### config.mk
export PLATFORM = sky130hd
export DESIGN_NAME = wft_table_ram
export DESIGN_NICKNAME = d
export VERILOG_FILES = /design/src/wft_table_ram.sv
export SDC_FILE = /design/constraint.sdc
export NUM_CORES = 1
export LEC_CHECK = 0
export BUFFER_PORTS_ARGS = -buffer_cell sky130_fd_sc_hd__buf_2
export CAP_MARGIN = 10
export CORE_MARGIN = 2
export CORE_UTILIZATION = 50
export CTS_BUF_LIST = sky130_fd_sc_hd__clkbuf_4
export DETAILED_ROUTE_END_ITERATION = 7
export PLACE_DENSITY = 0.66
export SLEW_MARGIN = 20
export SYNTH_ARGS = -nofsm -noshare
export SYNTH_HDL_FRONTEND = slang
export SYNTH_SLANG_ARGS = --single-unit
### constraint.sdc
create_clock -name i_clk -period 6.1 [get_ports i_clk]
set_clock_uncertainty 0.1 [all_clocks]
set_input_delay 0.61 -clock i_clk [delete_from_list [all_inputs] [get_ports i_clk]]
set_output_delay 0.61 -clock i_clk [all_outputs]
set_load 0.03 [all_outputs]
### src/wft_table_ram.sv
// generic single-port-write, single-port-read synchronous ram
// registered read, read returns the old data on a same-address write
module wft_table_ram #(
    parameter int WIDTH = 8,
    parameter int DEPTH = 32,
    parameter int ADDR_W = $clog2(DEPTH)
) (
    input  logic              i_clk,
    input  logic              i_we,
    input  logic [ADDR_W-1:0] i_waddr,
    input  logic [WIDTH-1:0]  i_wdata,
    input  logic              i_re,
    input  logic [ADDR_W-1:0] i_raddr,
    output logic [WIDTH-1:0]  o_rdata
);

    logic [WIDTH-1:0] r_mem [DEPTH];
    logic [WIDTH-1:0] r_rdata;

    always_ff @(posedge i_clk) begin
        if (i_we) begin
            r_mem[i_waddr] <= i_wdata;
        end
        if (i_re) begin
            r_rdata <= r_mem[i_raddr];
        end
    end

    assign o_rdata = r_rdata;

endmodule

# [Word level (Yosys, flattened, before mapping)]
# Memory sizes are Yosys's and may differ from the RTL's. A register that Yosys moved wholly into a read port is not among the register bits.
# Cells that the tools add are included.
[word_totals] reg_bits=0 mem_bits_rw=256 inputBits=21 output_inout_bits=8 elab_cells=3 mem_count=1
[memory_table] memory="r_mem" words=32 word_bits=8 rd=1 rd_clocked_by_memory_dff=1 wr=1 line_no="17" text="logic [WIDTH-1:0] r_mem [DEPTH];"
[classes] n_mux=2
[ops] operator="1-bit two-way mux" n=2

# [Logic depth before layout (Yosys ltp)]
# Gate-level depths: netlist of run 1.
[depth] word_depth=2 depth_mapped=5 depth_no_buf=3

# [Worst setup path before layout of run 1]
# OpenSTA, ideal clock, no wires.
[synth_path] kind="input-to-reg" start="in i_raddr[2]" end="reg r_rdata[0], in the netlist o_rdata[0], read port of r_mem, data pin" setup_ns=0.260 arrival_ns=2.292 t_required_ns=5.740 setup_slack_ns=3.448 stages=5 path_buffers=2 cell_sequence="clkbuf_1 clkbuf_1 mux4_2 mux4_2 mux2_2"
[synth_rtl] item="from (decl)" line_no="13" text="input logic [ADDR_W-1:0] i_raddr,"
[synth_rtl] item="to (decl)" line_no="18" text="logic [WIDTH-1:0] r_rdata;"

==> results of run 1 <==
==> kinds of logic (layout without fill, tap and decap cells) <==
logic type | after synthesis | after routing | share of synthesized area (%)
other cells | 0 | 1 | 0
mux | 88 | 88 | 18.7
buf+inv | 20 | 146 | 1.05
simple gates | 45 | 45 | 2.05
flops | 264 | 264 | 78.2
==> flip-flops by register name (all words and copies together), names as in the netlist <==
signal   cells
r_mem      256
o_rdata      8
==> worst max-delay path by stage <==
stage / start / end / slack [ns] / depth (start not counted)
final: i_raddr[2] / o_rdata[3] / 3.16 / 5
after global placement: i_raddr[0] / o_rdata[7] / 2.49 / 5
after detailed placement: i_raddr[0] / o_rdata[7] / 2.47 / 5
after CTS: i_raddr[0] / o_rdata[7] / 3.12 / 5
after floorplan: i_raddr[2] / o_rdata[0] / 3.45 / 5
after global routing: i_raddr[0] / o_rdata[0] / 3.00 / 5
==> cell type report <==
class                           instances  area [µm²]
Fill cell                            1548        8720
Clock buffer                           95         713
Clock inverter                         21        80.1
Sequential cell                       264        7930
Antenna cell                            1        2.50
Timing Repair Buffer                   30         158
Tap cell                              270         338
Multi-Input combinational cell        133        2100
==> placed cells by master (no fill, tap or decap), drive strengths merged <==
master	synthesis	routed
buf	14	30
or3b	3	3
mux2	8	8
inv	0	2
nand2	1	1
mux4	80	80
diode	0	1
nand3	2	2
clkbuf	6	95
nand3b	5	5
or3	1	1
clkinv	0	19
nor2	33	33
edfxtp	264	264
==> power groups by stage <==
stage | clock network (W) | registers [W] | logic (W)
floorplan | 0 | 0.00208 | 0.000108
global placement | 0 | 0.00207 | 0.000188
detailed placement | 0 | 0.00207 | 0.000192
CTS | 0.00140 | 0.00203 | 0.000193
global route | 0.00150 | 0.00203 | 0.000203
finish | 0.00137 | 0.00203 | 0.000189
==> metal layers <==
layer  vias up  share of wire, %
met5         -                 0
met1      2465                43
met3        18               7.6
met4         0               1.2
met2       199                49
li1       1989                 -
==> stage by stage <==
| stage | hold WS [ns] | setup slack [ns] | instances | utilization (%) | total power [W] |
|---|---|---|---|---|---|
| floorplan | 0.609 | 3.45 | 417 | - | 0.00219 |
| global placement | 0.866 | 2.49 | 697 | 52.5 | 0.00226 |
| detailed placement | 0.866 | 2.47 | 697 | 52.5 | 0.00226 |
| CTS | 0.193 | 3.12 | 813 | 56.5 | 0.00363 |
| global route | 0.192 | 3.00 | 814 | 56.5 | 0.00374 |
| finish | 0.233 | 3.16 | 814 | 56.5 | 0.00359 |
==> impl_metrics.json, run 1 <==
{
  "drc": 0,
  "place.gp.congestion": 0.756,
  "place_area_um2": 10500,
  "area_delta_synth_final_pct": 11.7,
  "synth_common_cells": "edfxtp_1, mux4_2, nor2_1, mux2_2",
  "ctsHoldBuffers": 0,
  "syn_inst": 417,
  "grtUsageMet2_pct": 30.3,
  "cts.sinks": 264,
  "slew_viol_final": 0,
  "maxSlewHeadroom_pct": 25.8,
  "layout-drive-gt1-share_pct": 40.3,
  "htree_levels": 3,
  "swShare_pct": 21.4,
  "period_share_pct": 48.2,
  "path_common_cell": "mux4_2",
  "syn_nets": 438,
  "yosys_warnings": 0,
  "clock.fmax_mhz": 340,
  "die_h_um": 146,
  "startpoint_type": "primary input",
  "worst_setup_path_end_kind": "flop",
  "postLayoutCellArea_um2": 11300,
  "core.rowCount": 52,
  "drt-vias-per-instance": 5.74,
  "p_per_area_nw_per_um2": 317,
  "synthesis.area_um2": 10100,
  "grt_pass1_vias": 4945,
  "worst_r2r_endpoint": "o_rdata[3]",
  "hold_path_class": "primary input to flop",
  "max-clock-path-buffers": 3,
  "cts_resized": 0,
  "ctsRootBufferMaster": "clkbuf_4",
  "antenna_found_initial": 1,
  "hold_end": "o_rdata[6]",
  "grt_usage_pct": 19.7,
  "core_area_um2": 20000,
  "synthArstFlopShare_pct": 0,
  "avgSynthCellArea_um2": 24.3,
  "power.switching_w": 0.000768,
  "clock_power_share_pct": 38.1,
  "synth-edff-count": 264,
  "cpMaxStageDelayCell": "buf_2",
  "p_int_w": 0.00282,
  "antenna_left": 0,
  "status": "completed",
  "fin_nets": 516,
  "cts_tree": "done",
  "drtIter0Drc": 449,
  "synth_top_cell_by_area": "edfxtp_1",
  "top_usage_layer": "met2",
  "wl_per_cell_um": 24.6,
  "dr.pass1.iters": 5,
  "synth_top_area_share_pct": 78.2,
  "io_buffers": 28,
  "crit_buf_inv": 2,
  "r2r_cells": 3,
  "pwr-share-seq_pct": 56.6,
  "rsz0062_at_grt": "false",
  "clkLatencyLatePin_ns": 0.64,
  "die-area_um2": 21400,
  "reg2reg_from": "r_mem[31][3]",
  "drt_wl_total_um": 20100,
  "die_w_um": 146,
  "seq_area_frac_synth_pct": 78.2,
  "tns_ns": 0,
  "required_ns": 6.34,
  "ys.flop_type": "edfxtp_1",
  "fin_crit_ns": 2.94,
  "p_comb_share_pct": 5.3,
  "synth_seq_cells": 264,
  "cap_viol_max_count": 0,
  "post_cts_buffers": 0,
  "grtUsageMet1_pct": 28.2,
  "grt_overflow": 0,
  "path_max_fanout": 40,
  "cp_cell_sequence": "buf_2 -> buf_4 -> mux4_2 -> mux4_2 -> mux2_2",
  "peakVddDrop_uv": 106,
  "rrSetupSlack_ns": 4.02,
  "p_leak_nw": 3.58,
  "crit_arrival_ns": 3.18,
  "io_pins": 29,
  "yosysUniqueCellTypes": 14,
  "setup_violations": 0,
  "dp_hpwl_um": 12100,
  "cpPeakStageDelay_ns": 0.79,
  "min_path_cells": 1,
  "yosysMostFrequentCell": "edfxtp_1",
  "hold_viol": 0,
  "cts_made_buffers": 66,
  "criticalPathCategory": "primary input to flop",
  "cp_top_family": "buffers and inverters",
  "path_clk_slew_ns": 0.06,
  "min-delay-start": "i_re",
  "start_util_pct": 50.6,
  "grt_pass1_wl_um": 30300,
  "grt_max_degree": 45,
  "synth_area_leaders": "edfxtp_1, mux4_2, nor2_1",
  "vias": 4671,
  "use_met3_pct": 4.66,
  "tightest_slew_ns": 1.11
}
No activity file was read; power rests on OpenSTA's default activity.
==> run 2: changes to the inputs <==
- PLACE_DENSITY: 0.66 -> 0.69
- clock period: 6.1 -> 2.4 ns (I/O delays scaled with it)
==> impl_metrics.json, run 2 (synthesis results as in run 1) <==
{
  "io_buffers": 28,
  "slew_viol_final": 0,
  "path_common_cell": "mux4_2",
  "period_share_pct": 85.1,
  "postLayoutCellArea_um2": 11800,
  "hold_viol": 0,
  "die_w_um": 146,
  "drc": 0,
  "cts.sinks": 264,
  "p_leak_nw": 3.85,
  "seq_area_um2": 7930,
  "grt_max_degree": 33,
  "core.rowCount": 52,
  "fin_crit_ns": 2.04,
  "swShare_pct": 20.7,
  "multi_input_area_um2": 2100,
  "htree_levels": 2,
  "min_path_cells": 1,
  "setup_violations": 0,
  "startpoint_type": "flop",
  "ctsHoldBuffers": 6,
  "grt_overflow": 0,
  "required_ns": 2.73,
  "peakVddDrop_uv": 269,
  "antenna_found_initial": 1,
  "die_h_um": 146,
  "power.switching_w": 0.00191,
  "p_comb_share_pct": 5.7,
  "die-area_um2": 21400,
  "antenna_left": 0,
  "fin_ws_ns": 0.358,
  "hold_path_class": "primary input to flop",
  "place_worst_setup_slack_ns": 0.0202,
  "status": "completed",
  "dp.cells": 738,
  "ctsRootBufferMaster": "clkbuf_4",
  "core_area_um2": 20000,
  "start_util_pct": 50.6,
  "post_cts_buffers": 0,
  "grt_usage_pct": 19.5,
  "clock.fmax_mhz": 490,
  "path_clk_slew_ns": 0.07,
  "p_per_area_nw_per_um2": 785,
  "vias": 4827,
  "fin_cells": 851,
  "criticalPathCategory": "flop to flop",
  "worst_setup_path_end_kind": "flop",
  "max-clock-path-buffers": 3,
  "tns_ns": 0,
  "drt-vias-per-instance": 5.67,
  "r2r_cells": 3,
  "crit_cells": 3,
  "drt_wl_total_um": 20000,
  "layout-drive-gt1-share_pct": 44.7,
  "grt_pass1_wl_um": 30400,
  "grt_pass1_vias": 4980,
  "final_common_cell": "edfxtp_1",
  "top_register": "r_mem",
  "cpPeakStageDelay_ns": 0.53,
  "rrSetupSlack_ns": 0.36,
  "place_area_um2": 10900,
  "clkLatencyLatePin_ns": 0.68,
  "num-fill-cells": 1510,
  "drtIter0Drc": 602,
  "tightest_slew_ns": 0.662,
  "cpMaxStageDelayCell": "mux4_2",
  "crit_buf_inv": 0,
  "largest_reg_flops": 256,
  "final_cell_mix": "edfxtp_1, clkbuf_4, mux4_2",
  "dr.pass1.iters": 5,
  "clock_power_share_pct": 38.4,
  "wl_per_cell_um": 23.5,
  "cp_top_family": "multiplexers",
  "finalCoreUtilization_pct": 58.7,
  "cts_tree": "done",
  "rsz0062_at_grt": "false",
  "fin_nets": 556,
  "p_int_w": 0.00733,
  "cts_made_buffers": 59,
  "dp_hpwl_um": 12600,
  "cts_resized": 0,
  "maxSlewHeadroom_pct": 55.8,
  "place.gp.congestion": 0.801,
  "cap_viol_max_count": 0,
  "path_max_fanout": 1,
  "io_pins": 29,
  "cp_cell_sequence": "mux4_2 -> mux4_2 -> mux2_2",
  "area_delta_synth_final_pct": 16.1,
  "pwr-share-seq_pct": 55.9,
  "crit_arrival_ns": 2.37
}
run 2: cell count changes in the layout (fill, tap and decap cells not counted):
cell	change
bufinv_16	+2
buf_12	+6
buf_4	+35
inv_2	-1
clkbuf_4	-3
dlygate4sd3_1	+6
clkinv_2	+1
clkinv_1	-9
run 2: layout make-up:
class	count	area share, %
Antenna cell	1	0.0213
Clock buffer	92	5.87
Clock inverter	14	0.915
Multi-Input combinational cell	133	17.8
Sequential cell	264	67.4
Tap cell	270	2.87
Timing Repair Buffer	77	5.10
run 2: path summary, 6_finish.rpt:
check | startpoint | endpoint
max | r_mem[28][2] | o_rdata[2]
min | i_wdata[4] | r_mem[10][4]
max reg2reg | r_mem[28][2] | o_rdata[2]
min reg2reg | r_mem[20][1] | o_rdata[1]
run 2: per-layer routing:
layer,track usage [%],routed length (µm)
met1,28.3,8500
met2,30.5,9820
met3,4.31,1370
met4,5.44,269
met5,0,0
run 2: metrics by stage:
step | hold WS (ns) | total power, W
finish | 0.0433 | 0.00923
global route | 0.000880 | 0.00961
CTS | 0.0145 | 0.00933
detailed placement | 0.512 | 0.00579
global placement | 0.513 | 0.00577
floorplan | 0.239 | 0.00556
run 2: power by group through the flow:
| stage | logic, W | registers, W | clock network, W |
|---|---|---|---|
| 6_report | 0.000525 | 0.00516 | 0.00354 |
| 3_3_place_gp | 0.000511 | 0.00526 | 0 |
| 3_5_place_dp | 0.000525 | 0.00527 | 0 |
| 2_1_floorplan | 0.000273 | 0.00528 | 0 |
| 5_1_grt | 0.000558 | 0.00517 | 0.00388 |
| 4_1_cts | 0.000533 | 0.00516 | 0.00363 |
==> run 3: changes to the inputs <==
- BUFFER_PORTS_ARGS: -buffer_cell sky130_fd_sc_hd__buf_2 -> default
- DONT_BUFFER_PORTS: default -> 1
- PLACE_DENSITY: 0.69 -> 0.68
==> impl_metrics.json, run 3 (synthesis results as in run 1) <==
{
  "place.gp.congestion": 0.759,
  "p_comb_share_pct": 4.9,
  "drc": 0,
  "p_int_w": 0.00697,
  "rsz0062_at_grt": "false",
  "cts_tree": "done",
  "cts_made_buffers": 61,
  "drt-vias-per-instance": 5.89,
  "p_leak_nw": 3.71,
  "startpoint_type": "primary input",
  "setup_violations": 0,
  "path_max_fanout": 6,
  "power.switching_w": 0.00181,
  "layout-drive-gt1-share_pct": 39.7,
  "met3WireLength_um": 1680,
  "die_h_um": 146,
  "dr.pass1.iters": 4,
  "htree_levels": 2,
  "final_common_cell": "edfxtp_1",
  "required_ns": 2.66,
  "criticalPathCategory": "primary input to flop",
  "core.rowCount": 52,
  "drtIter0Drc": 583,
  "antenna_left": 0,
  "largest_reg_flops": 256,
  "multi_input_area_um2": 2100,
  "worst_r2r_endpoint": "o_rdata[5]",
  "wl_met1_um": 8860,
  "die_w_um": 146,
  "post_cts_buffers": 0,
  "seq_area_um2": 7930,
  "path_clk_slew_ns": 0.06,
  "hold_path_class": "primary input to flop",
  "grt_pass1_vias": 4984,
  "reg2reg_from": "r_mem[1][5]",
  "cts_resized": 0,
  "wl_per_cell_um": 25.4,
  "clock.fmax_mhz": 440,
  "min_path_cells": 3,
  "tightest_slew_ns": 0.942,
  "status": "completed",
  "cap_viol_max_count": 0,
  "cts.sinks": 264,
  "wl_met2_um": 9980,
  "grt_max_degree": 65,
  "crit_arrival_ns": 2.53,
  "drt_wl_total_um": 20900,
  "vias": 4840,
  "clock_power_share_pct": 35.9,
  "slew_viol_final": 0,
  "swShare_pct": 20.6,
  "ctsRootBufferMaster": "clkbuf_4",
  "rrSetupSlack_ns": 0.35,
  "p_per_area_nw_per_um2": 755,
  "pwr-share-seq_pct": 59.2,
  "clkLatencyLatePin_ns": 0.68,
  "die-area_um2": 21400,
  "fin_nets": 538,
  "timing.hold.ws_ns": 0.0491,
  "worst_setup_path_end_kind": "flop",
  "grt_overflow": 0,
  "max-clock-path-buffers": 3,
  "period_share_pct": 94.6,
  "io_buffers": 0,
  "dp_hpwl_um": 12200,
  "ctsHoldBuffers": 24,
  "grt_pass1_wl_um": 31400,
  "tns_ns": 0,
  "area_delta_synth_final_pct": 14.7,
  "num-fill-cells": 1527,
  "antenna_found_initial": 1,
  "maxSlewHeadroom_pct": 37.0,
  "total_power_w": 0.00878,
  "start_util_pct": 50.6,
  "fin_crit_ns": 2.27,
  "r2r_cells": 3,
  "core_area_um2": 20000,
  "final_cell_mix": "edfxtp_1, clkbuf_4, mux4_2",
  "peakVddDrop_uv": 295,
  "top_register": "r_mem",
  "top_layer": "met4",
  "hold_end": "r_mem[3][5]",
  "min-delay-start": "i_waddr[2]",
  "grt_usage_pct": 20.3,
  "hold_viol": 0,
  "io_pins": 29
}
==> run 3: worst max path at each step <==
stage                  from           end  slack [ns]  depth (start not counted)
6_report         i_waddr[3]  r_mem[10][6]        0.13                          5
5_1_grt          i_waddr[3]  r_mem[10][5]        0.08                          5
4_1_cts          i_waddr[3]  r_mem[10][5]        0.17                          5
3_5_place_dp   r_mem[21][1]    o_rdata[1]        0.35                          3
3_3_place_gp   r_mem[31][4]    o_rdata[4]        0.38                          3
2_1_floorplan    i_raddr[2]    o_rdata[0]        0.12                          5
==> run 3: through the flow <==
stage / cell area (µm²) / setup slack, ns / instances / util [%]
floorplan: 10100 / 0.118 / 417 / -
global placement: 10600 / 0.380 / 699 / 52.9
detailed placement: 10600 / 0.352 / 699 / 52.9
CTS: 11600 / 0.173 / 820 / 57.9
global route: 11600 / 0.0841 / 822 / 58.0
finish: 11600 / 0.130 / 822 / 58.0
==> run 3: critical path: stages <==
cell and delay, ns:
dlygate4sd3_1 0.68, or3b_2 0.50, dlygate4sd3_1 0.62, nor2_1 0.25, buf_4 0.23
==> run 3: final cells by class <==
cell class,count,share of cell area [%]
antenna,1,0.0215
sequential,264,68.2
tap,270,2.91
clock buffer,84,5.43
multi-input combinational,133,18.1
timing repair buffer,57,4.87
clock inverter,13,0.474
==> run 3: power by group through the flow <==
stage,clock network [W],logic [W],registers (W)
final,0.00315,0.000432,0.00519
after detailed placement,0,0.000287,0.00530
after floorplan,0,0.000273,0.00528
after CTS,0.00324,0.000436,0.00519
after global routing,0.00348,0.000455,0.00519
after global placement,0,0.000283,0.00529
==> run 3: layer usage <==
metal,vias to the layer above,GRT usage [%]
met5,-,0
met1,2575,30.1
met2,204,30.9
met3,36,4.72
li1,2025,-
met4,0,5.68
