**src/wft_pkg.sv**
```systemverilog
// shared types, sizes and helpers for the word frequency top-two block
// used by wft_table_ram users, wft_engine, wft_emit and the top level
package wft_pkg;

    localparam int TABLE_WORDS    = 32;
    localparam int MAX_WORD_CHARS = 14;
    localparam int COUNT_BITS     = 8;

    localparam int CHAR_W     = 8;
    localparam int SLOT_W     = $clog2(TABLE_WORDS);
    localparam int STORED_W   = SLOT_W + 1;
    localparam int LEN_W      = $clog2(MAX_WORD_CHARS + 1);
    localparam int WORD_W     = CHAR_W * MAX_WORD_CHARS;
    localparam int SLOT_OUT_W = 5;
    localparam int SHOW_W     = 8;

    localparam logic [CHAR_W-1:0]     SPACE_CHAR = 8'd32;
    localparam logic [COUNT_BITS-1:0] COUNT_MAX  = {COUNT_BITS{1'b1}};

    typedef struct packed {
        logic [CHAR_W-1:0] text_char;
        logic              end_of_text;
    } t_in;

    typedef struct packed {
        logic                  rank;
        logic [SLOT_OUT_W-1:0] word_slot;
        logic [CHAR_W-1:0]     word_char;
        logic                  char_valid;
        logic [SHOW_W-1:0]     word_count;
        logic                  word_end;
        logic                  table_overflow;
        logic                  last;
    } t_out;

    // one row of the word table
    typedef struct packed {
        logic [WORD_W-1:0]     word;
        logic [LEN_W-1:0]      len;
        logic [COUNT_BITS-1:0] count;
    } t_entry;

    localparam int ENTRY_W = $bits(t_entry);

    typedef struct packed {
        logic              we;
        logic [SLOT_W-1:0] waddr;
        t_entry            wdata;
        logic              re;
        logic [SLOT_W-1:0] raddr;
    } t_ram_cmd;

    typedef struct packed {
        logic                  rank;
        logic [SLOT_W-1:0]     slot;
        logic [WORD_W-1:0]     word;
        logic [LEN_W-1:0]      len;
        logic [COUNT_BITS-1:0] count;
        logic                  empty;
        logic                  overflow;
        logic                  last;
    } t_emit_req;

    typedef enum logic [2:0] {
        S_IDLE,
        S_SCAN,
        S_INSERT,
        S_RANK_START,
        S_RANK,
        S_EMIT_RD,
        S_EMIT_LOAD,
        S_EMIT_WAIT
    } t_state;

    function automatic logic [SHOW_W-1:0] show_count(input logic [COUNT_BITS-1:0] c);
        logic [31:0] t;
        t = 32'(c);
        if (t > 32'd255) begin
            return 8'hFF;
        end
        return t[SHOW_W-1:0];
    endfunction

    function automatic logic [SLOT_OUT_W-1:0] show_slot(input logic [SLOT_W-1:0] s);
        logic [31:0] t;
        t = 32'(s);
        return t[SLOT_OUT_W-1:0];
    endfunction

endpackage

```
**src/wft_emit.sv**
```systemverilog
// output stage: streams one stored word as character transfers
// depends on wft_pkg
module wft_emit (
    input  logic              i_clk,
    input  logic              i_rst_n,
    input  logic              i_start,
    input  wft_pkg::t_emit_req i_req,
    output logic              o_done,
    output logic              o_out_valid,
    input  logic              i_out_ready,
    output wft_pkg::t_out     o_out_data
);

    logic                                r_valid;
    logic                                n_valid;
    wft_pkg::t_emit_req                  r_req;
    wft_pkg::t_emit_req                  n_req;
    logic                                w_end;
    logic                                w_xfer;

    assign w_end  = r_req.empty || (r_req.len == wft_pkg::LEN_W'(1));
    assign w_xfer = r_valid && i_out_ready;
    assign o_done = w_xfer && w_end;

    always_comb begin
        n_valid = r_valid;
        n_req   = r_req;
        if (i_start) begin
            n_valid = 1'b1;
            n_req   = i_req;
        end else if (w_xfer) begin
            if (w_end) begin
                n_valid = 1'b0;
            end else begin
                // next character moves to the low byte
                n_req.word = r_req.word >> wft_pkg::CHAR_W;
                n_req.len  = r_req.len - wft_pkg::LEN_W'(1);
            end
        end
    end

    always_ff @(posedge i_clk) begin
        if (!i_rst_n) begin
            r_valid <= 1'b0;
        end else begin
            r_valid <= n_valid;
        end
        r_req <= n_req;
    end

    always_comb begin
        o_out_data.rank           = r_req.rank;
        o_out_data.word_slot      = wft_pkg::show_slot(r_req.slot);
        o_out_data.word_char      = r_req.empty ? '0 : r_req.word[wft_pkg::CHAR_W-1:0];
        o_out_data.char_valid     = !r_req.empty;
        o_out_data.word_count     = wft_pkg::show_count(r_req.count);
        o_out_data.word_end       = w_end;
        o_out_data.table_overflow = r_req.overflow;
        o_out_data.last           = r_req.last && w_end;
    end

    assign o_out_valid = r_valid;

endmodule

```
**config.mk**
```make
export PLATFORM = sky130hd
export DESIGN_NAME = wft_emit
export DESIGN_NICKNAME = d
export VERILOG_FILES = /design/src/wft_pkg.sv /design/src/wft_emit.sv
export SDC_FILE = /design/constraint.sdc
export NUM_CORES = 1
export LEC_CHECK = 0
export BUFFER_PORTS_ARGS = -buffer_cell sky130_fd_sc_hd__buf_2
export CORE_MARGIN = 2
export CORE_UTILIZATION = 50
export CTS_BUF_LIST = sky130_fd_sc_hd__clkbuf_4 sky130_fd_sc_hd__clkbuf_8 sky130_fd_sc_hd__clkbuf_16
export DETAILED_ROUTE_END_ITERATION = 16
export GPL_TIMING_DRIVEN = 0
export PLACE_DENSITY = 0.76
export SYNTH_ARGS = -nofsm -noshare
export SYNTH_HDL_FRONTEND = slang
export SYNTH_SLANG_ARGS = --single-unit
```
**constraint.sdc**
```tcl
create_clock -name i_clk -period 11.4 [get_ports i_clk]
set_clock_uncertainty 0.2 [all_clocks]
set_input_delay 0.57 -clock i_clk [delete_from_list [all_inputs] [get_ports i_clk]]
set_output_delay 0.57 -clock i_clk [all_outputs]
set_load 0.01 [all_outputs]
```
* Yosys cells after proc, flatten, opt, wreduce, memory -nomap -nowiden
Cells that the tools add are included. Widths: inputs -> output; s select.
Word-level totals: register bits after elaboration 134, bits of input ports 137, output and inout port bits 28, word-level logic and storage cells 28
Operators by class: add/subtract/negate cells 1, equality and inequality tests 2, mux-type cells 7, reduce and logical (&&, ||, !) cells 9
Operator list (count):
- $mux 116 | 3
- $mux 8 | 1
- $eq 4x1->1 const B | 1
- $reduce_and 2->1 | 2
- $reduce_bool 2->1 | 2
- $sub 4x1->4 const B | 1
- $logic_and 1x1->1 | 3
- $mux 1 | 3
- $ne 2x2->1 const B | 1
- $logic_not 1->1 | 1
- $logic_or 1x1->1 | 1

* Logic depth before layout (Yosys ltp)
Gate-level depths: netlist of run 1.
depth after elaboration 5, mapped depth 5

* Worst setup path after synthesis of run 1
OpenSTA, ideal clock, no wires.
path type flip-flop to flip-flop, from reg r_req[11] in the netlist's numbering, to reg r_req[100] in the netlist's numbering (enable), library setup time 751 ps, data arrival time 8879 ps, path slack 1570 ps, stages on the path, launching flop included 5, buffers on the path 0, period minus slack after synthesis 9830 ps, cell sequence edfxtp_1 ha_1 inv_1 o31ai_2 o21ai_0
Between the ends: longest elaborated chain between the ends 4
Ends and longest elaborated chain:
- start: declaration | line wft_emit.sv:16 | wft_pkg::t_emit_req r_req;
- start signal: assignment | line wft_emit.sv:48 | r_req <= n_req;
- $eq 4x1->1 | line wft_emit.sv:21 | assign w_end = r_req.empty || (r_req.len == wft_pkg::LEN_W'(1));
- $logic_or 1x1->1 | line wft_emit.sv:21
- named net w_end | line wft_emit.sv:18 | logic w_end;
- $ne 2x2->1 (no line)
- $reduce_and 2->1 (no line)
The timed path passes the listed nets, and every way through them passes these cells. A chain may end at the register's enable or synchronous reset.

==> impl_metrics.yaml, run 1 <==
synthesis:
  syn_area_um2: 5660
  synth_top_area_cell: "edfxtp_1"
  ys.flop_type: "edfxtp_1"
  ys_seq_elements: 134
  synth_warnings: 0
  synth.most_common_cell: "edfxtp_1"
  synth-edff-count: 133
  syn_inst: 307
  synthTopCellsByCount: "edfxtp_1, mux2_2, buf_4"
  yosys.area.top_type_share_pct: 70.5
  ys_seq_area_share_pct: 70.9
  ys_async_sr_fraction_pct: 0
  ys_types: 22
  synth_nets: 446
  avgSynthCellArea_um2: 18.4
  synth_area_leaders: "edfxtp_1, mux2_2, buf_4"
cells_and_area:
  fin_util_pct: 66.8
  stdcell_count: 646
  fillers: 800
  fin_area_um2: 7300
  drive_above_1_share_pct: 65.5
  nets: 633
  syn_to_final_growth_pct: 29.0
clock_network:
  worstSkewPairLatency_ns: 0.40
  root_buffer: "clkbuf_16"
  ctsResizeCount: 0
  cts_setup_buffers: 0
  clk_pin_slew_ns: 0.05
  cts.sinks: 134
  ctsHoldBuffers: 0
  clk_path_buf_depth: 2
  ctsHtreeMaxLevel: 4
  cts_buffers: 17
  cts_tree: "yes"
sta:
  setup_violations: 0
  fin_crit_ns: 2.62
  report.final.slew_viol_count: 0
  setup_total_negative_slack_ns: 0
  final_hold_viol_count: 0
  relSlewSlack_pct: 64.6
  max_freq_ghz: 0.382
  rsz0062_at_grt: "no"
  min_period_over_period_pct: 23.0
  worstMarginPinSlew_ns: 0.527
hold_path:
  min_delay_path_depth: 1
  hold_path_class: "input port to flip-flop"
place:
  place_area_um2: 6750
  gp_congestion: 0.717
  dpl.cell_count: 615
  port-buffer-count: 164
  hpwl_mm: 7.40
status:
  status: "completed"
route:
  vias: 3182
  antenna_left: 0
  drc: 0
  viasPerCell: 4.93
  wirelength_mm: 10.3
  drt_iter0_drc: 92
  wl_per_cell_um: 15.9
  first_pass_iters: 4
die:
  initial_core_util_pct: 51.8
  die_h_um: 110
  die_w_um: 110
  die-area_um2: 12200
  core-area_um2: 10900
  io_pins: 165
  row_count: 38
grt:
  grt_pass1_wl_mm: 16.4
  grt_max_degree: 32
  grt_pass1_vias: 3401
  antenna_found_initial: 1
  grt_use_total_pct: 17.4
  grt_overflow: 0
setup_path:
  endpoint_kind: "output port"
  cp.required_ns: 10.63
  cp.arrival_ns: 1.85
  crit_path_start_kind: "flip-flop"
  path_class: "flip-flop to output port"
  reg2reg_depth: 6
  path_max_fanout: 5
power:
  p_leak_nw: 2.97
  power_density_nw_per_um2: 169
  ir_worst_vdd_v: 0.0000850
run:
  cap_violations: 0
-- worst paths after layout --
| check | slack (ns) | start | end |
|---|---|---|---|
| max | 8.78 | r_req[12] | o_out_data[0] |
| min | 0.14 | i_req[127] | o_out_data[20] |
| max reg2reg | 9.04 | r_req[2] | r_req[73] |
| min reg2reg | 0.34 | r_req[55] | r_req[47] |
-- area by class of cell --
class                      count  area [µm²]  share of cell area [%]
clock buffer                  23         470                    6.44
sequential                   134        4010                    55.0
clock inverter                 7        81.3                    1.11
antenna                        1        2.50                  0.0343
tap                          140         175                    2.40
buffer                        29         203                    2.77
multi-input combinational    139        1440                    19.7
timing repair buffer         168         901                    12.3
inverter                       5        18.8                   0.257
-- cell usage in the layout (no fill, tap or decap), drive strengths merged --
cell type and count:
a21oi 1, a31oi 1, and2 9, buf 196, bufinv 2, clkbuf 24, clkinv 5, dfxtp 1
diode 1, edfxtp 133, ha 2, inv 5, mux2 105, nand2 3, nor2 1, nor2b 9
nor3 1, o21ai 4, o31ai 1, xnor2 1, xor2 1
-- state kept, by name, indices dropped and copies added (netlist names) --
signal       cells
r_req          118
o_out_data      15
o_out_valid      1
-- layer usage --
metal  GRT usage, %  share of wire [%]  vias up
met1           20.0                 39     1520
met3           6.92                8.2       16
li1               -                  -     1528
met2           29.0                 51      118
met5              0                  0        -
met4           7.00                1.6        0
-- worst max-delay path, cell delays in order (launching register included) --
cell and delay, ns:
edfxtp_1 0.39, inv_1 0.10, ha_1 0.14, inv_1 0.04, o31ai_2 0.44, and2_1 0.20
buf_2 0.13
-- through the flow --
step           hold WS [ns]  setup WS, ns  power, mW
2_1_floorplan         0.325          1.57      0.689
3_3_place_gp          0.326         -1.73      0.732
3_5_place_dp          0.333          8.62      0.733
4_1_cts               0.126          8.75       1.25
5_1_grt               0.129          8.59       1.28
6_report              0.145          8.78       1.23
-- where the power goes --
group	total, mW	switching (mW)	internal, mW
logic	0.115	0.0476	0.0677
registers	0.606	0.0117	0.595
clock network	0.510	0.179	0.330
total	1.23	0.239	0.993
-- kinds of logic after synthesis --
family,share of synthesized area (%)
adders and majority gates,0.442
xor gates and xnor gates,0.309
muxes,21.3
AOI/OAI and AO/OA,0.773
and+or+nand+nor,2.34
buffers and inverters,3.91
DFF,70.9
No activity file was read; power rests on OpenSTA's default activity.
==> run 2: changes to the inputs <==
--- a/config.mk
+++ b/config.mk
@@ -7,11 +7,11 @@
 export LEC_CHECK = 0
 export BUFFER_PORTS_ARGS = -buffer_cell sky130_fd_sc_hd__buf_2
 export CORE_MARGIN = 2
-export CORE_UTILIZATION = 50
+export CORE_UTILIZATION = 47
 export CTS_BUF_LIST = sky130_fd_sc_hd__clkbuf_4 sky130_fd_sc_hd__clkbuf_8 sky130_fd_sc_hd__clkbuf_16
 export DETAILED_ROUTE_END_ITERATION = 16
 export GPL_TIMING_DRIVEN = 0
-export PLACE_DENSITY = 0.76
+export PLACE_DENSITY = 0.75
 export SYNTH_ARGS = -nofsm -noshare
 export SYNTH_HDL_FRONTEND = slang
 export SYNTH_SLANG_ARGS = --single-unit
==> constraint.sdc (replaced) <==
create_clock -name i_clk -period 2.39 [get_ports i_clk]
set_clock_uncertainty 0.2 [all_clocks]
set_input_delay 0.1195 -clock i_clk [delete_from_list [all_inputs] [get_ports i_clk]]
set_output_delay 0.1195 -clock i_clk [all_outputs]
set_load 0.01 [all_outputs]
==> run 2 against run 1 <==
The flow now stops in clock tree synthesis (4_1_cts). Synthesized area unchanged. Synthesized cell count unchanged.
==> impl_metrics.yaml, run 2 <==
clock_network:
  ctsResizeCount: 0
  ctsHoldBuffers: 132
  cts_setup_buffers: 2
  ctsHtreeMaxLevel: 4
  clk_path_buf_depth: 2
  root_buffer: "clkbuf_16"
  cts_buffers: 17
  cts.sinks: 134
synthesis:
  synthSimpleGateAreaFrac_pct: 2.34
  synth.most_common_cell: "edfxtp_1"
  muxShareOfSynthArea_pct: 21.3
  synth_nets: 446
  synth_warnings: 0
  ys_seq_elements: 134
  synthTopCellsByCount: "edfxtp_1, mux2_2, buf_4"
  synth-edff-count: 133
  synth_top_area_cell: "edfxtp_1"
  yosys.area.top_type_share_pct: 70.5
  ys.flop_type: "edfxtp_1"
  synth-compound-area-share_pct: 0.773
  syn_inst: 307
  avgSynthCellArea_um2: 18.4
  ys_types: 22
  ys_async_sr_fraction_pct: 0
  ys_seq_area_share_pct: 70.9
  yosys.area_share.adder_pct: 0.442
  syn_area_um2: 5660
  synth_area_leaders: "edfxtp_1, mux2_2, buf_4"
  synth_top_family_by_area: "multiplexers"
  synthXorXnorAreaFrac_pct: 0.309
die:
  row_count: 40
  die_h_um: 114
  io_pins: 165
  initial_core_util_pct: 47.7
  die_w_um: 114
status:
  stop_stage: "clock tree synthesis (4_1_cts)"
  error: "[ERROR RSZ-0060] Max buffer count reached."
  status: "did not finish"
place:
  place_area_um2: 6750
  gp_congestion: 0.722
  hpwl_mm: 7.29
  dp_slack_ns: -0.272
  port-buffer-count: 164
==> run 2: cell families after synthesis <==
| family | after synthesis |
|---|---|
| flip-flops | 134 |
| multiplexers | 105 |
| buffers and inverters | 34 |
| AND/OR/NAND/NOR | 23 |
| AO/OA/AOI/OAI | 7 |
| XOR/XNOR | 2 |
| adder cells (fa/ha/maj) | 2 |
==> run 2: through the flow <==
stage | hold slack [ns] | std cells
3_5_place_dp | 0.0981 | 621
3_3_place_gp | 0.0969 | 618
2_1_floorplan | 0.0184 | 307
==> run 3: changes to the inputs <==
--- a/config.mk
+++ b/config.mk
@@ -7,11 +7,10 @@
 export LEC_CHECK = 0
 export BUFFER_PORTS_ARGS = -buffer_cell sky130_fd_sc_hd__buf_2
 export CORE_MARGIN = 2
-export CORE_UTILIZATION = 47
-export CTS_BUF_LIST = sky130_fd_sc_hd__clkbuf_4 sky130_fd_sc_hd__clkbuf_8 sky130_fd_sc_hd__clkbuf_16
+export CORE_UTILIZATION = 35
 export DETAILED_ROUTE_END_ITERATION = 16
 export GPL_TIMING_DRIVEN = 0
-export PLACE_DENSITY = 0.75
+export PLACE_DENSITY_LB_ADDON = 0.15
 export SYNTH_ARGS = -nofsm -noshare
 export SYNTH_HDL_FRONTEND = slang
 export SYNTH_SLANG_ARGS = --single-unit
==> constraint.sdc (replaced) <==
create_clock -name i_clk -period 3.11 [get_ports i_clk]
set_clock_uncertainty 0.2 [all_clocks]
set_input_delay 0.1555 -clock i_clk [delete_from_list [all_inputs] [get_ports i_clk]]
set_output_delay 0.1555 -clock i_clk [all_outputs]
set_load 0.01 [all_outputs]
==> run 3 against run 2 <==
The flow now finishes without violations.
==> impl_metrics.yaml, run 3 (synthesis results as in run 1) <==
status:
  status: "completed"
power:
  ir_worst_vdd_v: 0.000373
  seq_power_share_pct: 47.5
  p_switching_mw: 0.970
  switching_share_pct: 20.7
  p_leak_nw: 3.55
  pwr-share-clk_pct: 40.2
  pwr-share-comb_pct: 12.3
  total_power_mw: 4.68
  internal_power_mw: 3.71
  power_density_nw_per_um2: 531
route:
  first_pass_iters: 4
  vias: 3695
  drt_iter0_drc: 142
  viasPerCell: 4.30
  wirelength_mm: 12.5
  antenna_left: 0
  drc: 0
  wl_per_cell_um: 14.6
grt:
  grt_overflow: 0
  grt_pass1_wl_mm: 20.5
  grt_max_degree: 26
  antenna_found_initial: 0
  grt_use_total_pct: 15.3
  grt_pass1_vias: 4075
sta:
  final_hold_viol_count: 0
  final.setup.worst_slack_ns: 0.763
  max_freq_ghz: 0.426
  setup_total_negative_slack_ns: 0
  hold_slack_ns: 0.263
  rsz0062_at_grt: "no"
  min_period_over_period_pct: 75.5
  relSlewSlack_pct: 58.5
  setup_violations: 0
  worstMarginPinSlew_ns: 0.620
  fin_crit_ns: 2.35
  report.final.slew_viol_count: 0
setup_path:
  cp_top_family: "buffers and inverters"
  crit_path_frequent_cell: "buf_6"
  path_class: "input port to flip-flop"
  cp.required_ns: 3.03
  path_max_fanout: 25
  reg2reg_depth: 5
  worstReg2RegStart: "r_req[2]"
  max_stage_delay_ns: 0.53
  r2r_slack_ns: 0.77
  crit_path_start_kind: "input port"
  path_cells: "dlygate4sd3_1, buf_2, buf_6, buf_6, inv_2, o21ai_4, buf_12, buf_16"
  endpoint_kind: "flip-flop"
  worst_path_max_delay_cell: "dlygate4sd3_1"
  path_buf_inv: 7
  timing.rr.end: "r_req[51]"
  cp.arrival_ns: 2.26
clock_network:
  worstSkewPairLatency_ns: 0.41
  ctsResizeCount: 0
  ctsHtreeMaxLevel: 4
  cts_buffers: 17
  clk_path_buf_depth: 2
  root_buffer: "clkbuf_16"
  cts.sinks: 134
  clk_pin_slew_ns: 0.05
  cts_tree: "yes"
die:
  die_w_um: 131
  core-area_um2: 15800
  initial_core_util_pct: 35.8
  die_h_um: 131
  io_pins: 165
  die-area_um2: 17200
  row_count: 46
cells_and_area:
  nets: 770
  multiInputGateArea_um2: 1450
  regMostFlops: "r_req"
  syn_to_final_growth_pct: 55.7
  drive_above_1_share_pct: 51.7
  fillers: 1308
  final_cell_mix: "buf_2, dlygate4sd3_1, edfxtp_1"
  largest_reg_flops: 118
  stdcell_count: 860
  n_antenna_cell: 0
  area.sequential_um2: 4010
  final_common_cell: "buf_2"
hold_path:
  hp-start: "i_req[6]"
  hold_path_end: "o_out_data[6]"
  min_delay_path_depth: 2
  hold_path_class: "input port to flip-flop"
place:
  dp_slack_ns: 0.741
  gp_congestion: 0.688
  dpl.cell_count: 692
  hpwl_mm: 8.19
  port-buffer-count: 164
run:
  cap_violations: 0
run 3: area by class of cell:
type / instances / share of cell area (%)
plain buffers: 29 / 2.30
clock buffers: 20 / 4.95
clock inverters: 12 / 1.26
inverters: 5 / 0.213
multi-input cells: 139 / 16.4
flip-flops and latches: 134 / 45.5
well taps: 216 / 3.07
repair buffers: 305 / 26.2
run 3: layer usage:
metal	share of wire, %	global-route usage [%]	up-vias
li1	-	-	1809
met1	41	16.8	1767
met2	53	27.3	105
met3	5.2	5.32	14
met4	1.4	5.50	0
met5	0	0	-
run 3: metrics by stage:
stage	instance area [µm²]	utilization [%]
after floorplan	5690	-
after global placement	6780	42.8
after detailed placement	6910	43.6
after CTS	8820	55.7
after global routing	8820	55.7
final	8820	55.7
run 3: power groups by stage:
stage / logic, mW / clock network [mW] / registers, mW
after global routing: 0.629 / 2.01 / 2.24
after global placement: 0.406 / 0 / 2.26
after CTS: 0.581 / 1.93 / 2.22
final: 0.576 / 1.88 / 2.22
after floorplan: 0.257 / 0 / 2.25
after detailed placement: 0.442 / 0 / 2.26
run 3: how the worst max path moves through the flow:
stage,depth (start not counted),end,from
floorplan,4,r_req[100],r_req[11]
detailed placement,5,r_req[49],r_req[2]
global route,5,r_req[66],r_req[2]
global placement,3,r_req[57],r_req[2]
CTS,5,r_req[59],r_req[2]
finish,8,r_req[51],i_start
run 3: what timing repair did:
action                    4_1_cts  5_1_grt
setup buffers                   0        0
hold endpoints to repair      151        0
hold buffers                  136        0
