$ cat src/wft_pkg.sv
// shared types, sizes and helpers for the word frequency top-two block
// used by wft_table_ram users, wft_engine, wft_emit and the top level
package wft_pkg;

    localparam int TABLE_WORDS    = 32;
    localparam int MAX_WORD_CHARS = 14;
    localparam int COUNT_BITS     = 8;

    localparam int CHAR_W     = 8;
    localparam int SLOT_W     = $clog2(TABLE_WORDS);
    localparam int STORED_W   = SLOT_W + 1;
    localparam int LEN_W      = $clog2(MAX_WORD_CHARS + 1);
    localparam int WORD_W     = CHAR_W * MAX_WORD_CHARS;
    localparam int SLOT_OUT_W = 5;
    localparam int SHOW_W     = 8;

    localparam logic [CHAR_W-1:0]     SPACE_CHAR = 8'd32;
    localparam logic [COUNT_BITS-1:0] COUNT_MAX  = {COUNT_BITS{1'b1}};

    typedef struct packed {
        logic [CHAR_W-1:0] text_char;
        logic              end_of_text;
    } t_in;

    typedef struct packed {
        logic                  rank;
        logic [SLOT_OUT_W-1:0] word_slot;
        logic [CHAR_W-1:0]     word_char;
        logic                  char_valid;
        logic [SHOW_W-1:0]     word_count;
        logic                  word_end;
        logic                  table_overflow;
        logic                  last;
    } t_out;

    // one row of the word table
    typedef struct packed {
        logic [WORD_W-1:0]     word;
        logic [LEN_W-1:0]      len;
        logic [COUNT_BITS-1:0] count;
    } t_entry;

    localparam int ENTRY_W = $bits(t_entry);

    typedef struct packed {
        logic              we;
        logic [SLOT_W-1:0] waddr;
        t_entry            wdata;
        logic              re;
        logic [SLOT_W-1:0] raddr;
    } t_ram_cmd;

    typedef struct packed {
        logic                  rank;
        logic [SLOT_W-1:0]     slot;
        logic [WORD_W-1:0]     word;
        logic [LEN_W-1:0]      len;
        logic [COUNT_BITS-1:0] count;
        logic                  empty;
        logic                  overflow;
        logic                  last;
    } t_emit_req;

    typedef enum logic [2:0] {
        S_IDLE,
        S_SCAN,
        S_INSERT,
        S_RANK_START,
        S_RANK,
        S_EMIT_RD,
        S_EMIT_LOAD,
        S_EMIT_WAIT
    } t_state;

    function automatic logic [SHOW_W-1:0] show_count(input logic [COUNT_BITS-1:0] c);
        logic [31:0] t;
        t = 32'(c);
        if (t > 32'd255) begin
            return 8'hFF;
        end
        return t[SHOW_W-1:0];
    endfunction

    function automatic logic [SLOT_OUT_W-1:0] show_slot(input logic [SLOT_W-1:0] s);
        logic [31:0] t;
        t = 32'(s);
        return t[SLOT_OUT_W-1:0];
    endfunction

endpackage

$ cat src/wft_engine.sv
// control and datapath: word assembly, table search and update, top-two ranking
// depends on wft_pkg; drives the table ram and the output stage
module wft_engine (
    input  logic               i_clk,
    input  logic               i_rst_n,
    input  logic               i_in_valid,
    output logic               o_in_ready,
    input  wft_pkg::t_in       i_in_data,
    output wft_pkg::t_ram_cmd  o_ram_cmd,
    input  wft_pkg::t_entry    i_ram_rdata,
    output wft_pkg::t_emit_req o_emit_req,
    output logic               o_emit_start,
    input  logic               i_emit_done
);

    wft_pkg::t_state r_state, n_state;

    logic [wft_pkg::WORD_W-1:0]     r_cur_word, n_cur_word;
    logic [wft_pkg::LEN_W-1:0]      r_cur_len,  n_cur_len;
    logic                           r_eot,      n_eot;
    logic [wft_pkg::STORED_W-1:0]   r_stored,   n_stored;
    logic                           r_overflow, n_overflow;
    logic [wft_pkg::SLOT_W-1:0]     r_idx,      n_idx;
    logic [wft_pkg::SLOT_W-1:0]     r_first,    n_first;
    logic [wft_pkg::COUNT_BITS-1:0] r_c1,       n_c1;
    logic [wft_pkg::SLOT_W-1:0]     r_second,   n_second;
    logic [wft_pkg::COUNT_BITS-1:0] r_c2,       n_c2;
    logic                           r_have2,    n_have2;
    logic                           r_rank,     n_rank;

    logic                           w_accept;
    logic                           w_space;
    logic [wft_pkg::WORD_W-1:0]     w_app_word;
    logic [wft_pkg::LEN_W-1:0]      w_app_len;
    logic                           w_close;
    logic                           w_match;
    logic                           w_idx_last;
    logic                           w_full;
    logic [wft_pkg::SLOT_W-1:0]     w_emit_slot;
    wft_pkg::t_entry                w_bumped;
    wft_pkg::t_entry                w_new;

    assign w_accept   = i_in_valid && (r_state == wft_pkg::S_IDLE);
    assign w_space    = (i_in_data.text_char == wft_pkg::SPACE_CHAR);
    assign w_match    = (i_ram_rdata.len == r_cur_len) && (i_ram_rdata.word == r_cur_word);
    assign w_idx_last = ((wft_pkg::STORED_W'(r_idx) + wft_pkg::STORED_W'(1)) == r_stored);
    assign w_full     = (r_stored == wft_pkg::STORED_W'(wft_pkg::TABLE_WORDS));
    assign w_emit_slot = (r_rank && r_have2) ? r_second : r_first;

    // word after this byte; characters past the limit are dropped
    always_comb begin
        w_app_word = r_cur_word;
        w_app_len  = r_cur_len;
        if (!w_space && (r_cur_len < wft_pkg::LEN_W'(wft_pkg::MAX_WORD_CHARS))) begin
            w_app_word[{r_cur_len, 3'b000} +: wft_pkg::CHAR_W] = i_in_data.text_char;
            w_app_len = r_cur_len + wft_pkg::LEN_W'(1);
        end
    end

    assign w_close = (w_space || i_in_data.end_of_text) && (w_app_len != '0);

    always_comb begin
        w_bumped = i_ram_rdata;
        if (i_ram_rdata.count != wft_pkg::COUNT_MAX) begin
            w_bumped.count = i_ram_rdata.count + wft_pkg::COUNT_BITS'(1);
        end
        w_new.word  = r_cur_word;
        w_new.len   = r_cur_len;
        w_new.count = wft_pkg::COUNT_BITS'(1);
    end

    // next state
    always_comb begin
        n_state = r_state;
        case (r_state)
            wft_pkg::S_IDLE: begin
                if (w_accept) begin
                    if (w_close) begin
                        n_state = (r_stored == '0) ? wft_pkg::S_INSERT : wft_pkg::S_SCAN;
                    end else if (i_in_data.end_of_text) begin
                        n_state = wft_pkg::S_RANK_START;
                    end
                end
            end
            wft_pkg::S_SCAN: begin
                if (w_match) begin
                    n_state = r_eot ? wft_pkg::S_RANK_START : wft_pkg::S_IDLE;
                end else if (w_idx_last) begin
                    n_state = wft_pkg::S_INSERT;
                end
            end
            wft_pkg::S_INSERT: begin
                n_state = r_eot ? wft_pkg::S_RANK_START : wft_pkg::S_IDLE;
            end
            wft_pkg::S_RANK_START: begin
                n_state = (r_stored == '0) ? wft_pkg::S_EMIT_RD : wft_pkg::S_RANK;
            end
            wft_pkg::S_RANK: begin
                if (w_idx_last) begin
                    n_state = wft_pkg::S_EMIT_RD;
                end
            end
            wft_pkg::S_EMIT_RD: begin
                n_state = wft_pkg::S_EMIT_LOAD;
            end
            wft_pkg::S_EMIT_LOAD: begin
                n_state = wft_pkg::S_EMIT_WAIT;
            end
            wft_pkg::S_EMIT_WAIT: begin
                if (i_emit_done) begin
                    n_state = r_rank ? wft_pkg::S_IDLE : wft_pkg::S_EMIT_RD;
                end
            end
            default: begin
                n_state = wft_pkg::S_IDLE;
            end
        endcase
    end

    // outputs
    always_comb begin
        o_in_ready      = 1'b0;
        o_emit_start    = 1'b0;
        o_ram_cmd.we    = 1'b0;
        o_ram_cmd.waddr = r_idx;
        o_ram_cmd.wdata = w_bumped;
        o_ram_cmd.re    = 1'b0;
        o_ram_cmd.raddr = '0;
        case (r_state)
            wft_pkg::S_IDLE: begin
                // slot 0 is fetched ahead so the search starts at once
                o_in_ready   = 1'b1;
                o_ram_cmd.re = 1'b1;
            end
            wft_pkg::S_SCAN: begin
                o_ram_cmd.we    = w_match;
                o_ram_cmd.re    = 1'b1;
                o_ram_cmd.raddr = r_idx + wft_pkg::SLOT_W'(1);
            end
            wft_pkg::S_INSERT: begin
                o_ram_cmd.we    = !w_full;
                o_ram_cmd.waddr = r_stored[wft_pkg::SLOT_W-1:0];
                o_ram_cmd.wdata = w_new;
            end
            wft_pkg::S_RANK_START: begin
                o_ram_cmd.re = 1'b1;
            end
            wft_pkg::S_RANK: begin
                o_ram_cmd.re    = 1'b1;
                o_ram_cmd.raddr = r_idx + wft_pkg::SLOT_W'(1);
            end
            wft_pkg::S_EMIT_RD: begin
                o_ram_cmd.re    = 1'b1;
                o_ram_cmd.raddr = w_emit_slot;
            end
            wft_pkg::S_EMIT_LOAD: begin
                o_emit_start = 1'b1;
            end
            wft_pkg::S_EMIT_WAIT: begin
                o_emit_start = 1'b0;
            end
            default: begin
                o_in_ready = 1'b0;
            end
        endcase
    end

    always_comb begin
        o_emit_req.rank     = r_rank;
        o_emit_req.slot     = w_emit_slot;
        o_emit_req.word     = i_ram_rdata.word;
        o_emit_req.len      = i_ram_rdata.len;
        o_emit_req.empty    = (r_stored == '0);
        o_emit_req.overflow = r_overflow;
        o_emit_req.last     = r_rank;
        if (r_rank) begin
            o_emit_req.count = r_have2 ? r_c2 : '0;
        end else begin
            o_emit_req.count = (r_stored == '0) ? '0 : r_c1;
        end
    end

    // datapath next values
    always_comb begin
        n_cur_word = r_cur_word;
        n_cur_len  = r_cur_len;
        n_eot      = r_eot;
        n_stored   = r_stored;
        n_overflow = r_overflow;
        n_idx      = r_idx;
        n_first    = r_first;
        n_c1       = r_c1;
        n_second   = r_second;
        n_c2       = r_c2;
        n_have2    = r_have2;
        n_rank     = r_rank;
        case (r_state)
            wft_pkg::S_IDLE: begin
                if (w_accept) begin
                    n_cur_word = w_app_word;
                    n_cur_len  = w_app_len;
                    n_eot      = i_in_data.end_of_text;
                    n_idx      = '0;
                end
            end
            wft_pkg::S_SCAN: begin
                if (w_match) begin
                    n_cur_word = '0;
                    n_cur_len  = '0;
                end else if (!w_idx_last) begin
                    n_idx = r_idx + wft_pkg::SLOT_W'(1);
                end
            end
            wft_pkg::S_INSERT: begin
                if (w_full) begin
                    n_overflow = 1'b1;
                end else begin
                    n_stored = r_stored + wft_pkg::STORED_W'(1);
                end
                n_cur_word = '0;
                n_cur_len  = '0;
            end
            wft_pkg::S_RANK_START: begin
                n_idx   = '0;
                n_first = '0;
                n_have2 = 1'b0;
                n_rank  = 1'b0;
            end
            wft_pkg::S_RANK: begin
                // running top two, strict compares keep the lower slot on ties
                if (r_idx == '0) begin
                    n_first = '0;
                    n_c1    = i_ram_rdata.count;
                end else if (i_ram_rdata.count > r_c1) begin
                    n_second = r_first;
                    n_c2     = r_c1;
                    n_have2  = 1'b1;
                    n_first  = r_idx;
                    n_c1     = i_ram_rdata.count;
                end else if (!r_have2 || (i_ram_rdata.count > r_c2)) begin
                    n_second = r_idx;
                    n_c2     = i_ram_rdata.count;
                    n_have2  = 1'b1;
                end
                if (!w_idx_last) begin
                    n_idx = r_idx + wft_pkg::SLOT_W'(1);
                end
            end
            wft_pkg::S_EMIT_WAIT: begin
                if (i_emit_done) begin
                    if (r_rank) begin
                        n_rank     = 1'b0;
                        n_stored   = '0;
                        n_overflow = 1'b0;
                        n_eot      = 1'b0;
                    end else begin
                        n_rank = 1'b1;
                    end
                end
            end
            default: begin
                n_rank = r_rank;
            end
        endcase
    end

    always_ff @(posedge i_clk) begin
        if (!i_rst_n) begin
            r_state    <= wft_pkg::S_IDLE;
            r_cur_word <= '0;
            r_cur_len  <= '0;
            r_eot      <= 1'b0;
            r_stored   <= '0;
            r_overflow <= 1'b0;
            r_rank     <= 1'b0;
        end else begin
            r_state    <= n_state;
            r_cur_word <= n_cur_word;
            r_cur_len  <= n_cur_len;
            r_eot      <= n_eot;
            r_stored   <= n_stored;
            r_overflow <= n_overflow;
            r_rank     <= n_rank;
        end
        r_idx    <= n_idx;
        r_first  <= n_first;
        r_c1     <= n_c1;
        r_second <= n_second;
        r_c2     <= n_c2;
        r_have2  <= n_have2;
    end

endmodule

$ cat config.mk
export PLATFORM = sky130hd
export DESIGN_NAME = wft_engine
export DESIGN_NICKNAME = d
export VERILOG_FILES = /design/src/wft_pkg.sv /design/src/wft_engine.sv
export SDC_FILE = /design/constraint.sdc
export NUM_CORES = 1
export LEC_CHECK = 0
export BUFFER_PORTS_ARGS = -buffer_cell sky130_fd_sc_hd__buf_2
export CAP_MARGIN = 10
export CORE_MARGIN = 2
export CORE_UTILIZATION = 46
export CTS_CLUSTER_DIAMETER = 30
export CTS_CLUSTER_SIZE = 24
export DETAILED_ROUTE_END_ITERATION = 10
export PLACE_DENSITY = 0.78
export SYNTH_ARGS = -nofsm -noshare
export SYNTH_HDL_FRONTEND = slang
export SYNTH_SLANG_ARGS = --single-unit
$ cat constraint.sdc
create_clock -name i_clk -period 2.6 [get_ports i_clk]
set_input_delay 0.26 -clock i_clk [delete_from_list [all_inputs] [get_ports i_clk]]
set_output_delay 0.26 -clock i_clk [all_outputs]
set_load 0.05 [all_outputs]
=== After elaboration in Yosys (flattened, before gate mapping) ===
Cells that the tools add are included.

* Bits in registers: 160
* Word-level logic and storage cells: 150
* Output and inout bits: 271
* Bits of input ports: 137

* Mux-type cells: 62
* Equal/unequal tests: 27
* Reductions and logical operators: 36
* Bitwise operators: 1
* Add/subtract/negate cells: 6
* Order comparisons: 3
* Shift operators: 2

{| class="wikitable"
|+ Operators by type and width
! cell !! number
|-
| $mux W112 || 3
|-
| $pmux W112 S3 || 1
|-
| $mux W129 || 1
|-
| $bwmux W112 || 1
|-
| $eq A112 B112 Y1 || 1
|-
| $shift A8 B9 Y112 const A || 1
|-
| $shiftx A8 B9 Y112 || 1
|-
| $mux W8 || 8
|-
| $mux W5 || 8
|-
| $mux W3 || 8
|-
| $pmux W3 S8 || 1
|-
| $pmux W5 S2 || 2
|-
| $pmux W5 S4 || 1
|-
| $mux W6 || 3
|-
| $ne A2 B2 Y1 const B || 9
|-
| $gt A8 B8 Y1 || 2
|-
| $reduce_and A4 Y1 || 4
|-
| $mux W1 || 13
|-
| $eq A3 B3 Y1 const B || 4
|-
| $mux W4 || 3
|-
| $ne A3 B3 Y1 const B || 4
|-
| $pmux W4 S3 || 1
|-
| $pmux W6 S2 || 1
|-
| $reduce_and A3 Y1 || 4
|-
| other kinds (31) || 52
|}

=== Logic depth before layout (Yosys ltp) ===
* Depth after elaboration: 9
* Mapped depth: 12

=== Worst setup path after synthesis ===
No wires, ideal clock.

* Path kind: register to register
* From: reg r_state[1]
* To: reg r_cur_word[104] (netlist name)
* Arrival time: 3.172 ns
* Path slack: -0.634 ns
* Data required time: 2.538 ns
* Cell stages (with the launch flop): 8
* Path buffers: 1
* Cells stage by stage: dfxtp_1 clkbuf_1 nor3_1 and3_1 nand2_1 or2_2 nor3_2 a32o_1

* Longest elaborated chain between the ends: 4

{| class="wikitable"
|+ Ends and longest elaborated chain
! item !! line !! RTL
|-
| start, declared || wft_engine.sv:16 || <nowiki>wft_pkg::t_state r_state, n_state;</nowiki>
|-
| start signal, assigned || wft_engine.sv:269 || <nowiki>r_state <= wft_pkg::S_IDLE;</nowiki>
|-
| start signal, assigned || wft_engine.sv:277 || <nowiki>r_state <= n_state;</nowiki>
|-
| $logic_not A3 Y1 || wft_engine.sv:43, wft_engine.sv:197 ||
|-
| $logic_and A1 B1 Y1 || wft_engine.sv:43 || <nowiki>assign w_accept = i_in_valid && (r_state == wft_pkg::S_IDLE);</nowiki>
|-
| $ne A2 B2 Y1 (no source line) || -- ||
|-
| $reduce_and A4 Y1 (no source line) || -- ||
|-
| end signal, assigned || wft_engine.sv:278 || <nowiki>r_cur_word <= n_cur_word;</nowiki>
|-
| end, declared || wft_engine.sv:18 || <nowiki>logic [wft_pkg::WORD_W-1:0] r_cur_word, n_cur_word;</nowiki>
|}

Several ways; a longest one is shown, not always the timed one.
A chain may end at the register's enable or synchronous reset.

==> summary.txt <==
Run status
  – Status: finished, violations left
  – Violated checks: setup timing

Placement
  – Pre-CTS setup slack: -0.507 ns
  – Final GP Congestion: 0.957
  – Port bufs: 407
  – Dpl hpwl: 33200 um
  – Area after DPL: 0.0137 mm^2
  – Placed insts: 2091

Pwr
  – VDD IR-drop max: 0.829 mV
  – Leak pwr: 7.27 nW
  – Tot Pwr: 14.0 mW
  – Power Dens Cells: 946 mW/mm^2

Critical path
  – Cell mode on critical path: buf_4
  – Worst EP arrival: 2.71 ns
  – Req. time, crit path: 2.34 ns
  – Crit-path max cell delay: 0.43 ns
  – Crit. End Element: output port
  – Worst path slowest cell: nor4_2
  – Critical path startpoint category: flop
  – Crit-path cells: xor2_1, nor4_2, buf_4, nand4_1, nor3_1, buf_4, nand3_4, buf_12, nor3_4, or2_4, buf_8
  – Worst-path fanout max: 3
  – Setup CP Type: reg -> out

Yosys
  – Post-synth top area share: 0.233
  – Synth cell types: 60
  – Most common cell in the netlist: nand2_1
  – Cell taking the most area after synthesis: dfxtp_1
  – Syn_area_per_cell: 7.71 um^2
  – Sequential area share after synthesis: 0.321
  – Yosys warnings: 0
  – Top FF cell, synth: dfxtp_1
  – Most common library cells after synthesis: 442 x nand2_1, 128 x dfxtp_1, 119 x buf_4
  – Yosys reg bits: 160
  – Net count after synthesis: 1585
  – Async set or reset register ratio after synthesis: 0
  – EDFF count, synth: 32
  – Cells after Synth: 1424
  – Top cells by area, synth: dfxtp_1 23%, nand2_1 15%, edfxtp_1 8.8%, xor2_1 8.6%, buf_4 8.1%
  – Netlist Area Pre-Place: 0.0110 mm^2

Floorplan
  – Die ar.: 0.0251 mm^2
  – I/O Pins: 408
  – Row cnt: 56
  – Initial cell density of the core: 0.468
  – Die Ht: 158 um
  – Core area: 0.0235 mm^2
  – Die Width: 158 um

Route
  – Vias: 12100
  – DRC Markers: 0
  – Initial DRC count: 1127
  – Via/cell ratio: 5.67
  – Drt pass-1 iters: 6
  – Per-cell routed wire length: 20.3 um
  – WL final: 43400 um
  – Post-route ant nets: 0

STA
  – RSZ-0062 raised after global routing: true
  – Final min period: 2.97 ns
  – Final worst setup slack: -0.372 ns
  – Slew headroom: 0.378
  – Final period util: 1.14
  – Worst slew pin tran: 0.926 ns
  – Final number of setup-violating endpoints: 123
  – Fmax: 336 MHz
  – Clock skew: 0.0118 ns
  – Final hold viol count: 0
  – Pins over their slew limit: 0

Clocking
  – Root Driver: clkbuf_16
  – CTS Sinks: 160
  – Skew-Pair Late Insertion Delay: 0.44 ns
  – H-tree levels: 4
  – Max clock buf depth: 2
  – Num CTS Buffers: 17
  – CTS tree: yes
  – Worst-path clk slew: 0.07 ns
  – Hold buffer count at cts: 0

Finish
  – Layout cell share with drive strength beyond 1: 0.369
  – Final non-filler cell total: 2134
  – Post-layout util: 0.632
  – P&R area growth vs syn: 35.3%
  – Net count, final: 1964
  – N_diodes: 0
  – Post-route cell area: 0.0148 mm^2

GRT
  – GRT Overall Usage: 0.333
  – Vias in the first global route: 11300
  – Grt ovf: 0
  – Largest net degree at the start of global routing: 75
  – Global-route wire length before repair: 63300 um
  – Antenna violations before repair: 0

Min path
  – Worst hold-check path type: in -> reg

Flow run
  – Maximum capacitance violations: 0
[sequential cells by signal, summed over array words and instances (netlist names), 3 cells and up]
signal	cells
r_c2	8
r_cur_word	112
r_cur_len	4
r_idx	5
r_state	3
r_stored	6
r_first	5
r_second	5
r_c1	8
[per-stage QoR]
step / hold WS, ns / TNS [ns]
5_1_grt: 0.0969 / -39.29
2_1_floorplan: 0.359 / 0
3_3_place_gp: 0.490 / -45.32
3_5_place_dp: 0.495 / -44.13
4_1_cts: 0.0911 / -16.67
6_report: 0.109 / -24.33
[per-layer routing]
layer  part of all wire  GRT usage  wire length [um]
met1               0.38      0.402             16300
met5                  0          0                 0
met4              0.060      0.191              2610
met3              0.071     0.0498              3080
met2               0.49      0.566             21400
[path summary, 6_finish.rpt]
check / endpoint / depth (start not counted) / slack, ns / start
setup / recovery: o_ram_cmd[135] / 11 / -0.37 / r_cur_word[11]
hold / removal: r_c1[0] / 1 / 0.11 / i_ram_rdata[0]
setup reg to reg: r_cur_word[24] / 13 / -0.32 / r_cur_word[11]
hold reg to reg: r_cur_word[71] / 2 / 0.51 / r_cur_word[71]
[layout make-up]
class / instances / area [um^2]
Sequential cell: 160 / 3530
Clock inverter: 12 / 168
Clock buffer: 19 / 464
Fill cell: 2046 / 8630
Inverter: 30 / 113
Multi-Input combinational cell: 1033 / 6500
Timing Repair Buffer: 561 / 3670
Tap cell: 319 / 399
[power by group]
| group | switching [mW] | internal, mW | total, mW |
|---|---|---|---|
| Sequential | 0.165 | 2.70 | 2.86 |
| Clock | 1.11 | 1.61 | 2.72 |
| Combinational | 5.98 | 2.47 | 8.45 |
[kinds of logic after synthesis]
family,synth area share
adder cells (fa/ha/maj),0.0274
buffers and inverters,0.121
XOR/XNOR,0.109
multiplexers,0.0112
AND/OR/NAND/NOR,0.243
flip-flops,0.321
AO/OA/AOI/OAI,0.168
[worst max-delay path, delay by kind of cell (launching register included)]
family | cells | cell delay (ns)
and+or+nand+nor | 6 | 1.10
buffers and inverters | 4 | 0.63
xor gates and xnor gates | 1 | 0.21
DFF | 1 | 0.34
[what timing repair did]
| action | 4_1_cts | 5_1_grt |
|---|---|---|
| setup endpoints to repair | 156 | 261 |
| setup buffers | 8 | 2 |
| resized for setup | 50 | 52 |
| gates cloned | 1 | 1 |
| hold endpoints to repair | 0 | 0 |
| pin swaps | 42 | 27 |
[cells in the final DEF, fill, tap and decap left out, types with 6 or more instances in the layout]
master,n
nand2_1,439
buf_2,375
buf_4,139
dfxtp_1,120
xor2_1,107
a32o_1,79
nor2_1,51
edfxtp_1,32
inv_1,30
xnor2_1,28
o21ai_0,28
buf_12,25
nor4_1,23
ha_1,23
o22ai_1,20
clkbuf_16,19
a31oi_1,18
a21oi_1,16
nand3_1,15
nand4_1,15
and3_1,14
nor3_1,14
o21a_1,10
mux2_2,10
clkbuf_4,10
nor4_2,9
nor2b_1,9
buf_6,8
dfxtp_2,8
o21ai_4,6
(Power assumes the default switching activity.)
